File: config.mk
export PLATFORM = sky130hd
export DESIGN_NAME = software_timer_table
export DESIGN_NICKNAME = d
export VERILOG_FILES = /design/src/rtl/core/stt_pkg.sv /design/src/rtl/core/stt_ram.sv /design/src/rtl/core/software_timer_table.sv
export VERILOG_INCLUDE_DIRS = /design/src /design/src/rtl/core
export SDC_FILE = /design/constraint.sdc
export NUM_CORES = 2
export LEC_CHECK = 0
export ABC_AREA = 1
export BUFFER_PORTS_ARGS = -buffer_cell sky130_fd_sc_hd__buf_2
export CAP_MARGIN = 10
export CELL_PAD_IN_SITES_DETAIL_PLACEMENT = 1
export CELL_PAD_IN_SITES_GLOBAL_PLACEMENT = 1
export CORE_UTILIZATION = 53
export CTS_CLUSTER_DIAMETER = 200
export CTS_CLUSTER_SIZE = 40
export DETAILED_ROUTE_END_ITERATION = 6
export MAX_ROUTING_LAYER = met4
export PLACE_DENSITY = 0.95
export SYNTH_ARGS = -nofsm -noshare
export SYNTH_HDL_FRONTEND = slang
export SYNTH_HIERARCHICAL = 1
export SYNTH_SLANG_ARGS = --single-unit
File: constraint.sdc
create_clock -name clk -period 12.85 [get_ports clk]
set_input_delay 1.285 -clock clk [delete_from_list [all_inputs] [get_ports clk]]
set_output_delay 1.285 -clock clk [all_outputs]
set_load 0.05 [all_outputs]
File: src/rtl/core/software_timer_table_assert.svh
// Assertion macros shared by the timer table RTL
`ifndef SOFTWARE_TIMER_TABLE_ASSERT_SVH
`define SOFTWARE_TIMER_TABLE_ASSERT_SVH

// condition holds at every clock edge out of reset
`define STT_CHECK(label, cond, msg) \
	label: assert property (@(posedge clk) disable iff (!arst_n) (cond)) else $error(msg);

// antecedent implies consequent in the same cycle
`define STT_IMPLY(label, ante, cons, msg) \
	label: assert property (@(posedge clk) disable iff (!arst_n) (ante) |-> (cons)) \
		else $error(msg);

// antecedent implies consequent in the next cycle
`define STT_NEXT(label, ante, cons, msg) \
	label: assert property (@(posedge clk) disable iff (!arst_n) (ante) |=> (cons)) \
		else $error(msg);

`endif

File: src/rtl/core/stt_pkg.sv
// Types and codes of the software timer table
package stt_pkg;

	typedef enum logic [1:0] {
		OP_TICK   = 2'd0,
		OP_SET    = 2'd1,
		OP_REMOVE = 2'd2,
		OP_READ   = 2'd3
	} op_t;

	typedef enum logic [1:0] {
		KIND_EXPIRY = 2'd0,
		KIND_SET    = 2'd1,
		KIND_REMOVE = 2'd2,
		KIND_COUNT  = 2'd3
	} kind_t;

	typedef enum logic [1:0] {
		ST_OK       = 2'd0,
		ST_MISSING  = 2'd1,
		ST_SHORT    = 2'd2,
		ST_FULL     = 2'd3
	} status_t;

	localparam int MAX_RESULTS = 16;
	localparam int NRES_W = $clog2(MAX_RESULTS + 1);

	typedef struct packed {
		logic [7:0]  task_id;
		logic [7:0]  signal_id;
		logic [30:0] period;
		logic [31:0] counter;
	} rec_t;

	typedef struct packed {
		kind_t       kind;
		logic [7:0]  event_task;
		logic [7:0]  event_signal;
		status_t     status;
	} resp_t;

	typedef struct packed {
		op_t         operation;
		logic [7:0]  task_id;
		logic [7:0]  signal_id;
		logic [30:0] duty;
		logic        periodic;
	} cmd_t;

	typedef struct packed {
		resp_t       resp;
		logic [31:0] tick_count;
		logic        last;
	} out_t;

endpackage

File: src/rtl/core/stt_ram.sv
// Generic single-port-write, single-port-read RAM with registered read
module stt_ram #(
	parameter int W  = 8,
	parameter int D  = 16,
	parameter int AW = (D > 1) ? $clog2(D) : 1
) (
	input  logic          clk,
	input  logic          we,
	input  logic [AW-1:0] waddr,
	input  logic [W-1:0]  wdata,
	input  logic [AW-1:0] raddr,
	output logic [W-1:0]  rdata
);

	logic [W-1:0] mem [D];

	always_ff @(posedge clk) begin
		if (we) begin
			mem[waddr] <= wdata;
		end
		rdata <= mem[raddr];
	end

endmodule

File: src/rtl/core/software_timer_table.sv
// Software timer table: top level with record walker and APB register
// Timers live in one RAM as records kept newest first, so entries 0 .. count-1
// are the live timers in age order; each tick, set and remove is a sweep over them,
// one record per cycle through the RAM's single read port while no tick waits for
// the output to take an expiry result. A set scans for its key; a new timer then
// shifts the table down. A remove scans the same way and closes the gap. A set
// whose duty is below the tick unit and a tick count read answer without a sweep.
// One operation is processed at a time; the last result may still wait in
// the output register while the next word is taken.
module software_timer_table #(
	parameter int NUM_TIMERS = 16
) (
	input  logic        clk,
	input  logic        arst_n,
	input  logic        s_tvalid,
	output logic        s_tready,
	input  logic [47:0] s_tdata,  // task_id[7:0], signal_id[15:8], duty[46:16], periodic[47]
	input  logic [1:0]  s_tuser,  // operation[1:0]
	output logic        m_tvalid,
	input  logic        m_tready,
	output logic [55:0] m_tdata,  // event_task[7:0], event_signal[15:8], status[17:16],
	                              // tick_count[49:18], zero[55:50]
	output logic [1:0]  m_tuser,  // kind[1:0]
	output logic        m_tlast,
	input  logic        psel,
	input  logic        penable,
	input  logic        pwrite,
	input  logic [2:0]  paddr,
	input  logic [31:0] pwdata,
	output logic [31:0] prdata,
	output logic        pready
);

	localparam int AW = (NUM_TIMERS > 1) ? $clog2(NUM_TIMERS) : 1;
	localparam int PW = $clog2(NUM_TIMERS + 1);

	typedef enum logic [2:0] {
		IDLE, SCAN, INS, INS0, RMV, TICK, RESP
	} state_t;

	state_t                st_q, st_d;
	logic [PW-1:0]         ptr_q, ptr_d, w_q, w_d, cnt_q, cnt_d;
	logic [PW-1:0]         ptr_inc, ptr_dec, w_inc;
	logic [stt_pkg::NRES_W-1:0] nres_q, nres_d;
	stt_pkg::resp_t        pend_q, pend_d;
	logic                  pend_v_q, pend_v_d;
	logic [31:0]           tot_q, tot_d;
	stt_pkg::cmd_t         cmd_q, cmd_d, cmd_in;
	stt_pkg::out_t         out_q, out_d;
	logic                  out_v_q, out_v_d;
	logic [15:0]           unit_q;

	logic                  we;
	logic [AW-1:0]         waddr;
	stt_pkg::rec_t         wdata, rdata, newrec;
	logic                  out_free, match, expired, keep, counts, need_push;
	logic [32:0]           v;

	stt_ram #(
		.W ($bits(stt_pkg::rec_t)),
		.D (NUM_TIMERS)
	) u_ram (
		.clk   (clk),
		.we    (we),
		.waddr (waddr),
		.wdata (wdata),
		.raddr (ptr_d[AW-1:0]),
		.rdata (rdata)
	);

	assign cmd_in = '{operation: stt_pkg::op_t'(s_tuser), task_id: s_tdata[7:0],
		signal_id: s_tdata[15:8], duty: s_tdata[46:16], periodic: s_tdata[47]};

	assign s_tready = (st_q == IDLE);
	assign m_tvalid = out_v_q;
	assign m_tuser  = out_q.resp.kind;
	assign m_tdata  = {6'd0, out_q.tick_count, out_q.resp.status,
		out_q.resp.event_signal, out_q.resp.event_task};
	assign m_tlast  = out_q.last;
	assign pready   = 1'b1;
	assign prdata   = paddr[2] ? 32'd0 : {16'd0, unit_q};

	assign out_free = !out_v_q || m_tready;
	assign ptr_inc  = ptr_q + PW'(1);
	assign ptr_dec  = ptr_q - PW'(1);
	assign w_inc    = w_q + PW'(1);
	assign match    = (rdata.task_id == cmd_q.task_id) && (rdata.signal_id == cmd_q.signal_id);
	assign newrec   = '{task_id: cmd_q.task_id, signal_id: cmd_q.signal_id,
		period: cmd_q.periodic ? cmd_q.duty : 31'd0, counter: {1'b0, cmd_q.duty}};
	assign v        = {rdata.counter[31], rdata.counter} - {17'd0, unit_q};
	assign expired  = v[32] || (v == 33'd0);
	assign keep     = !expired || (rdata.period != 31'd0);
	assign counts   = expired && (nres_q < stt_pkg::NRES_W'(stt_pkg::MAX_RESULTS));
	assign need_push = counts && pend_v_q;

	always_comb begin
		st_d     = st_q;
		ptr_d    = ptr_q;
		w_d      = w_q;
		cnt_d    = cnt_q;
		nres_d   = nres_q;
		pend_d   = pend_q;
		pend_v_d = pend_v_q;
		tot_d    = tot_q;
		cmd_d    = cmd_q;
		out_d    = out_q;
		out_v_d  = out_v_q && !m_tready;
		we       = 1'b0;
		waddr    = ptr_q[AW-1:0];
		wdata    = rdata;
		unique case (st_q)
			IDLE: begin
				ptr_d = '0;
				if (s_tvalid) begin
					cmd_d    = cmd_in;
					w_d      = '0;
					nres_d   = '0;
					pend_v_d = 1'b0;
					unique case (cmd_in.operation)
						stt_pkg::OP_TICK: begin
							tot_d = tot_q + {16'd0, unit_q};
							st_d  = (cnt_q == '0) ? RESP : TICK;
						end
						stt_pkg::OP_SET: begin
							if (cmd_in.duty < {15'd0, unit_q}) begin
								pend_d   = '{stt_pkg::KIND_SET, cmd_in.task_id,
									cmd_in.signal_id, stt_pkg::ST_SHORT};
								pend_v_d = 1'b1;
								st_d     = RESP;
							end else begin
								st_d = SCAN;
							end
						end
						stt_pkg::OP_REMOVE: st_d = SCAN;
						stt_pkg::OP_READ: begin
							pend_d   = '{stt_pkg::KIND_COUNT, 8'd0, 8'd0, stt_pkg::ST_OK};
							pend_v_d = 1'b1;
							st_d     = RESP;
						end
					endcase
				end
			end
			SCAN: begin
				pend_v_d = 1'b1;
				pend_d   = '{(cmd_q.operation == stt_pkg::OP_SET) ? stt_pkg::KIND_SET
					: stt_pkg::KIND_REMOVE, cmd_q.task_id, cmd_q.signal_id, stt_pkg::ST_OK};
				if (ptr_q == cnt_q) begin
					if (cmd_q.operation != stt_pkg::OP_SET) begin
						pend_d.status = stt_pkg::ST_MISSING;
						st_d = RESP;
					end else if (cnt_q == PW'(NUM_TIMERS)) begin
						pend_d.status = stt_pkg::ST_FULL;
						st_d = RESP;
					end else if (cnt_q == '0) begin
						we    = 1'b1;
						waddr = '0;
						wdata = newrec;
						cnt_d = cnt_q + PW'(1);
						st_d  = RESP;
					end else begin
						ptr_d = cnt_q - PW'(1);
						st_d  = INS;
					end
				end else if (match) begin
					if (cmd_q.operation == stt_pkg::OP_SET) begin
						we    = 1'b1;
						wdata.counter = {1'b0, cmd_q.duty};
						st_d  = RESP;
					end else if (ptr_inc == cnt_q) begin
						cnt_d = cnt_q - PW'(1);
						st_d  = RESP;
					end else begin
						ptr_d = ptr_inc;
						st_d  = RMV;
					end
				end else begin
					ptr_d = ptr_inc;
				end
			end
			INS: begin
				we    = 1'b1;
				waddr = ptr_inc[AW-1:0];
				if (ptr_q == '0) begin
					st_d = INS0;
				end else begin
					ptr_d = ptr_dec;
				end
			end
			INS0: begin
				we    = 1'b1;
				waddr = '0;
				wdata = newrec;
				cnt_d = cnt_q + PW'(1);
				st_d  = RESP;
			end
			RMV: begin
				we    = 1'b1;
				waddr = ptr_dec[AW-1:0];
				if (ptr_inc == cnt_q) begin
					cnt_d = cnt_q - PW'(1);
					st_d  = RESP;
				end else begin
					ptr_d = ptr_inc;
				end
			end
			TICK: begin
				if (!need_push || out_free) begin
					waddr = w_q[AW-1:0];
					wdata.counter = expired ? {1'b0, rdata.period} : v[31:0];
					if (keep) begin
						we  = 1'b1;
						w_d = w_inc;
					end
					if (counts) begin
						if (pend_v_q) begin
							out_d   = '{pend_q, tot_q, 1'b0};
							out_v_d = 1'b1;
						end
						pend_d   = '{stt_pkg::KIND_EXPIRY, rdata.task_id, rdata.signal_id,
							stt_pkg::ST_OK};
						pend_v_d = 1'b1;
						nres_d   = nres_q + stt_pkg::NRES_W'(1);
					end
					if (ptr_inc == cnt_q) begin
						cnt_d = keep ? w_inc : w_q;
						st_d  = RESP;
					end else begin
						ptr_d = ptr_inc;
					end
				end
			end
			RESP: begin
				if (!pend_v_q) begin
					st_d = IDLE;
				end else if (out_free) begin
					out_d    = '{pend_q, tot_q, 1'b1};
					out_v_d  = 1'b1;
					pend_v_d = 1'b0;
					st_d     = IDLE;
				end
			end
			default: st_d = IDLE;
		endcase
	end

	always_ff @(posedge clk or negedge arst_n) begin
		if (!arst_n) begin
			st_q     <= IDLE;
			ptr_q    <= '0;
			w_q      <= '0;
			cnt_q    <= '0;
			nres_q   <= '0;
			pend_q   <= '0;
			pend_v_q <= 1'b0;
			tot_q    <= '0;
			cmd_q    <= '0;
			out_q    <= '0;
			out_v_q  <= 1'b0;
			unit_q   <= 16'd1;
		end else begin
			st_q     <= st_d;
			ptr_q    <= ptr_d;
			w_q      <= w_d;
			cnt_q    <= cnt_d;
			nres_q   <= nres_d;
			pend_q   <= pend_d;
			pend_v_q <= pend_v_d;
			tot_q    <= tot_d;
			cmd_q    <= cmd_d;
			out_q    <= out_d;
			out_v_q  <= out_v_d;
			if (psel && penable && pwrite && !paddr[2]) begin
				unit_q <= pwdata[15:0];
			end
		end
	end

`include "software_timer_table_assert.svh"

	`STT_CHECK(a_cnt_bound, cnt_q <= PW'(NUM_TIMERS), "fill count exceeds table size")
	`STT_IMPLY(a_tick_compact, st_q == TICK, w_q <= ptr_q, "compaction overtook walk")
	`STT_IMPLY(a_scan_range, st_q == SCAN, ptr_q <= cnt_q, "scan ran past fill count")
	`STT_NEXT(a_read_resp, s_tvalid && s_tready && s_tuser == stt_pkg::OP_READ, st_q == RESP, "no count reply")

endmodule

## Word-level counts from Yosys, hierarchy flattened

Memory sizes are Yosys's and may differ from the RTL's. A register that Yosys moved wholly into a read port is not among the register bits.
Index checks and enable logic that the tools add are counted.

- $add $sub $neg: 8
- Order comparisons: 2
- Equal/unequal tests: 35
- Multiplexer cells: 104
- Reductions and logical operators: 39

Operator list:

| cell | count |
|---|---|
| 2-to-1 mux 53 bit | 5 |
| 2-to-1 mux 79 bit | 3 |
| 2-to-1 mux 32 bit | 5 |
| 2-to-1 mux 5 bit | 23 |
| one-hot mux 53 bit (2 select lines) | 1 |
| one-hot mux 32 bit (3 select lines) | 1 |
| one-hot mux 47 bit (2 select lines) | 1 |
| 2-to-1 mux 20 bit | 4 |
| one-hot mux 20 bit (3 select lines) | 1 |
| 2-to-1 mux 47 bit | 1 |
| one-hot mux 20 bit (2 select lines) | 1 |
| 2-to-1 mux 3 bit | 12 |
| logical NOT 33 bit | 1 |
| subtractor 32 x 17 -> 33 bit | 1 |
| adder 32 x 16 -> 32 bit | 1 |
| < comparator 31 x 16 -> 1 bit | 1 |
| 2-to-1 mux 31 bit | 1 |
| nonzero test 31 bit | 1 |
| one-hot mux 5 bit (5 select lines) | 1 |
| != test 3 bit (second input constant) | 8 |
| 2-to-1 mux 1 bit | 21 |
| one-hot mux 3 bit (7 select lines) | 1 |
| adder 5 x 1 -> 5 bit (second input constant) | 4 |
| 2-to-1 mux 4 bit | 5 |
| 41 further kinds | 84 |

- Bits in registers: 196
- RAM bits: 1264
- Input bits: 92
- Memories: 1

Memories:

| name | depth | width | read ports | clocked after Yosys merged registers in | wr ports | line | RTL |
|---|---|---|---|---|---|---|---|
| u_ram.mem | 16 | 79 | 1 | 1 | 1 | stt_ram.sv:15 | `logic [W-1:0] mem [D];` |

## Logic depth before layout (Yosys ltp)

- Depth after elaboration: 11
- Mapped depth: 34
- Depth with buffers taken out: 31

## By module

The synthesis kept the hierarchy.

By module, submodules not included:

| module | instances | cells each | area an instance (um^2) |
|---|---|---|---|
| stt_ram | 1 | 5192 | 55436.9 |
| software_timer_table | 1 | 2378 | 15497.4 |

## Worst setup path after synthesis

Ideal clock, no wire load.

- Path type: register to register
- Start point: reg unit_q[0]
- End point: mem u_ram/mem[11][0] (netlist name), enable pin
- Setup time: 0.517 ns
- Arrival: 6.158 ns
- Data required time: 12.333 ns
- Setup slack: 6.175 ns
- Stages on the path, launching flop included: 25
- Path buffers: 1
- Clock period less this slack: 6.675 ns
- Cell sequence: dfstp_2 -> ha_1 -> fa_1 -> inv_1 -> nand3_1 -> nand3_1 -> nand2_1 -> nand2_1 -> nand2_1 -> nand3_1 -> nand2_1 -> nand2_1 -> nor2_1 -> nand2_1 -> nor2_1 -> nand3_1 -> nand2_2 -> buf_6 -> nand3_2 -> nand2_2 -> o21ai_0 -> o21ai_0 -> a21oi_1 -> nand3_1 -> nor2_1

- Elaborated cells between the ends (all ways): 16

RTL lines:

| element | line | RTL |
|---|---|---|
| from (decl) | software_timer_table.sv:51 | `logic [15:0] unit_q;` |
| from (signal assigned) | software_timer_table.sv:273 | `unit_q <= pwdata[15:0];` |
| subtractor 32 x 17 -> 33 bit * | software_timer_table.sv:90 | `assign v = {rdata.counter[31], rdata.counter} - {17'd0, unit_q};` |
| logical NOT 33 bit | software_timer_table.sv:91 | `assign expired = v[32] \|\| (v == 33'd0);` |
| logical OR 1 bit * | software_timer_table.sv:91 |  |
| logical AND 1 bit * | software_timer_table.sv:93 | `assign counts = expired && (nres_q < stt_pkg::NRES_W'(stt_pkg::MAX_RESULTS));` |
| logical AND 1 bit * | software_timer_table.sv:94 | `assign need_push = counts && pend_v_q;` |
| logical NOT 1 bit * | software_timer_table.sv:207 | `if (!need_push \|\| out_free) begin` |
| logical OR 1 bit * | software_timer_table.sv:207 |  |
| 2-to-1 mux 4 bit * | software_timer_table.sv:207 |  |
| one-hot mux 4 bit (5 select lines) * | software_timer_table.sv:111 | `unique case (st_q)` |
| named net waddr[1] | software_timer_table.sv:54 | `logic [AW-1:0] waddr;` |
| to (decl) | stt_ram.sv:15 |  |

The timed path passes the listed nets; every way through them passes the cells marked *.

## Worst setup path in the final report

- Start point: reg unit_q[6]
- End point: mem u_ram/mem[13][48] (netlist name), enable pin

The elaborated chain is that of the path after synthesis.

==> flow_summary.json <==
{
  "status": "finished, violations left",
  "violations": "design-rule violations",
  "start_util": 0.537,
  "antenna_found_initial": 8,
  "worst-path-buf-inv": 6,
  "crit_start": "unit_q[6]$_DFFE_PN0P_",
  "synthFlopType": "edfxtp_1",
  "cts.htree.levels": 2,
  "hold_buffers": 0,
  "fillCellCount": 14900,
  "die-area_mm2": 0.135,
  "final_cell_mix": "nand2_1, edfxtp_1, inv_1",
  "ant_nets": 0,
  "num_rows": 133,
  "min_path_type": "in -> async",
  "wl_mm": 241,
  "finalSetupTns_ps": 0,
  "grt_usage": 0.355,
  "dpl_worst_slack_ps": 5490,
  "worstMarginPinSlew_ps": 1350,
  "critPathCapture": "u_ram/mem[13][48]$_DFFE_PP_",
  "syn_avg_cell_area_um2": 9.37,
  "gp_congestion": 0.935,
  "numPortBuffers": 144,
  "viasPerCell": 6.10,
  "slew_viol_final": 0,
  "drc": 6,
  "relSlewSlack": 0.0990,
  "drtIter0Drc": 8106,
  "clockBufferDepth": 3,
  "overflow": 0,
  "numCtsBuffers": 44,
  "syn_to_final_growth_pct": 5.12,
  "synth_warnings": 6,
  "max_freq_ghz": 0.125,
  "grt_setup_unrepaired": "false",
  "cts_tree": "yes",
  "r2r_slack_ps": 4870,
  "worst_ep_required_time_ps": 13200,
  "clk_pin_slew_ps": 150,
  "critPathMaxFanout": 38,
  "crit_arrival_ps": 8330,
  "criticalPathCategory": "reg -> reg",
  "grt_pass1_wl_mm": 354,
  "final_cell_area_mm2": 0.0746,
  "clock_skew_ps": 54.4,
  "wire_per_inst_um": 25.9,
  "dpl_cell_area_mm2": 0.0731,
  "ctsResizeCount": 0,
  "grt_max_degree": 222,
  "path_delay_family": "simple AND/OR/NAND/NOR gates",
  "dieHeight_um": 368,
  "synth.distinct_cells": 54,
  "syn_area_mm2": 0.0709,
  "clock_sinks": 1539,
  "io_pins": 186,
  "cp_slowest_cell": "nor2_4",
  "critPathMaxStageDelay_ps": 890,
  "async_reset_ff_frac": 0.127,
  "postCtsSetupBuffers": 0,
  "layout_commonest_cell": "nand2_1",
  "die_x_um": 368,
  "maxCapViolations": 0,
  "cp-end-kind": "flip-flop",
  "synth-edff-count": 1264,
  "place_hpwl_mm": 146,
  "num_vias": 56800,
  "first_global_vias": 59700,
  "synth-seq-cells": 1539,
  "min_period_over_period": 0.621,
  "clock_tree.root_cell": "clkbuf_16",
  "synthCells": 7570,
  "r2r-end": "u_ram/mem[13][48]$_DFFE_PP_",
  "finalWorstSetupSlack_ps": 4870,
  "cp-start-kind": "flip-flop",
  "r2r_cells": 28,
  "finalHoldViolations": 0,
  "drive_gt1_frac": 0.0523,
  "core_area_mm2": 0.132,
  "yosysSeqAreaShare": 0.627,
  "path_common_cell": "nand2_1",
  "layout.nets": 7668,
  "setup_viol": 0,
  "cp.depth": 28,
  "reg2reg_from": "unit_q[6]$_DFFE_PN0P_",
  "firstDrtPassIters": 7,
  "period_minus_slack_ps": 7980,
  "clock_latency_ps": 730
}
==> per-layer routing <==
layer	wire length, um	vias up	track usage
met4	13200	0	0.188
met3	24800	932	0.0653
li1	-	24300	-
met5	0	-	-
met1	85800	28000	0.415
met2	117000	3644	0.582
==> worst min path at each step <==
| stage | start | end | slack [ps] | cells after the start |
|---|---|---|---|---|
| floorplan | tot_q[30]$_DFFE_PN0P_ | tot_q[30]$_DFFE_PN0P_ | 440 | 2 |
| global placement | pend_q[13]$_DFFE_PN0P_ | m_tdata[3]$_DFFE_PN0P_ | 450 | 2 |
| detailed placement | pend_q[9]$_DFFE_PN0P_ | m_tdata[15]$_DFFE_PN0P_ | 460 | 2 |
| finish | arst_n | cmd_q[32]$_DFFE_PN0P_ | 470 | 1 |
| CTS | arst_n | m_tdata[1]$_DFFE_PN0P_ | 480 | 1 |
| global route | arst_n | pend_q[11]$_DFFE_PN0P_ | 510 | 1 |
==> per-stage QoR <==
step / cells / hold slack [ps] / util
after floorplan: 7591 / 441 / -
after global routing: 9315 / 509 / 0.564
final: 9315 / 469 / 0.564
after global placement: 9207 / 452 / 0.553
after CTS: 9289 / 480 / 0.563
after detailed placement: 9207 / 458 / 0.553
==> final cells by class <==
| type | instances | area [um2] | share of cell area |
|---|---|---|---|
| Timing Repair Buffer | 255 | 1650 | 0.0221 |
| Inverter | 1277 | 4820 | 0.0647 |
| Clock inverter | 3 | 47.5 | 0.000638 |
| Multi-Input combinational cell | 4400 | 20100 | 0.270 |
| Antenna cell | 7 | 17.5 | 0.000235 |
| Tap cell | 1755 | 2200 | 0.0294 |
| Clock buffer | 79 | 1250 | 0.0168 |
| Sequential cell | 1539 | 44400 | 0.596 |
==> logic make-up after synthesis <==
kind of cell,after synthesis,share of synthesized area
AOI/OAI and AO/OA,522,0.0415
xor gates and xnor gates,47,0.00580
adders and majority gates,59,0.0106
buffers and inverters,1652,0.0936
DFF,1539,0.627
muxes,2,0.000317
other,2,0.000106
and+or+nand+nor,3747,0.221
==> state kept, by name (all words and copies together) (netlist names), 5 cells and up <==
register and cells:
u_ram/mem 1264, u_ram/rdata 79, cmd_q 50, m_tdata 50, tot_q 32, pend_q 20
unit_q 16, cnt_q 5, nres_q 5, ptr_q 5, w_q 5
==> worst reg2reg max path: cells and delay by family (launching register included) <==
kind | cells | cell delay [ps]
buffers and inverters | 6 | 2810
DFF | 1 | 430
adders and majority gates | 1 | 330
and+or+nand+nor | 21 | 4000
==> cell usage after synthesis, types with 11 or more instances <==
master / n / area [um2]
xnor2_1: 13 / 114
o211ai_1: 11 / 82.6
nand4_1: 44 / 275
o221ai_1: 17 / 149
buf_2: 194 / 971
buf_4: 35 / 263
dfrtp_1: 195 / 4880
inv_1: 1262 / 4740
o21ai_0: 194 / 971
ha_1: 57 / 713
inv_2: 11 / 41.3
o21ai_1: 35 / 175
a21oi_1: 149 / 746
xor2_1: 34 / 298
dfxtp_1: 79 / 1580
nand3_1: 1070 / 5360
edfxtp_1: 1264 / 38000
buf_1: 25 / 93.8
o22ai_1: 65 / 407
nor3_1: 15 / 75.1
nand2_1: 2328 / 8740
nor4_1: 13 / 81.3
o21ai_2: 14 / 123
clkbuf_1: 112 / 420
nor2_1: 238 / 893
Power is left out: the tool's default activity adds up to more than one toggle a clock period on the data nets, which glitch-free logic cannot reach.
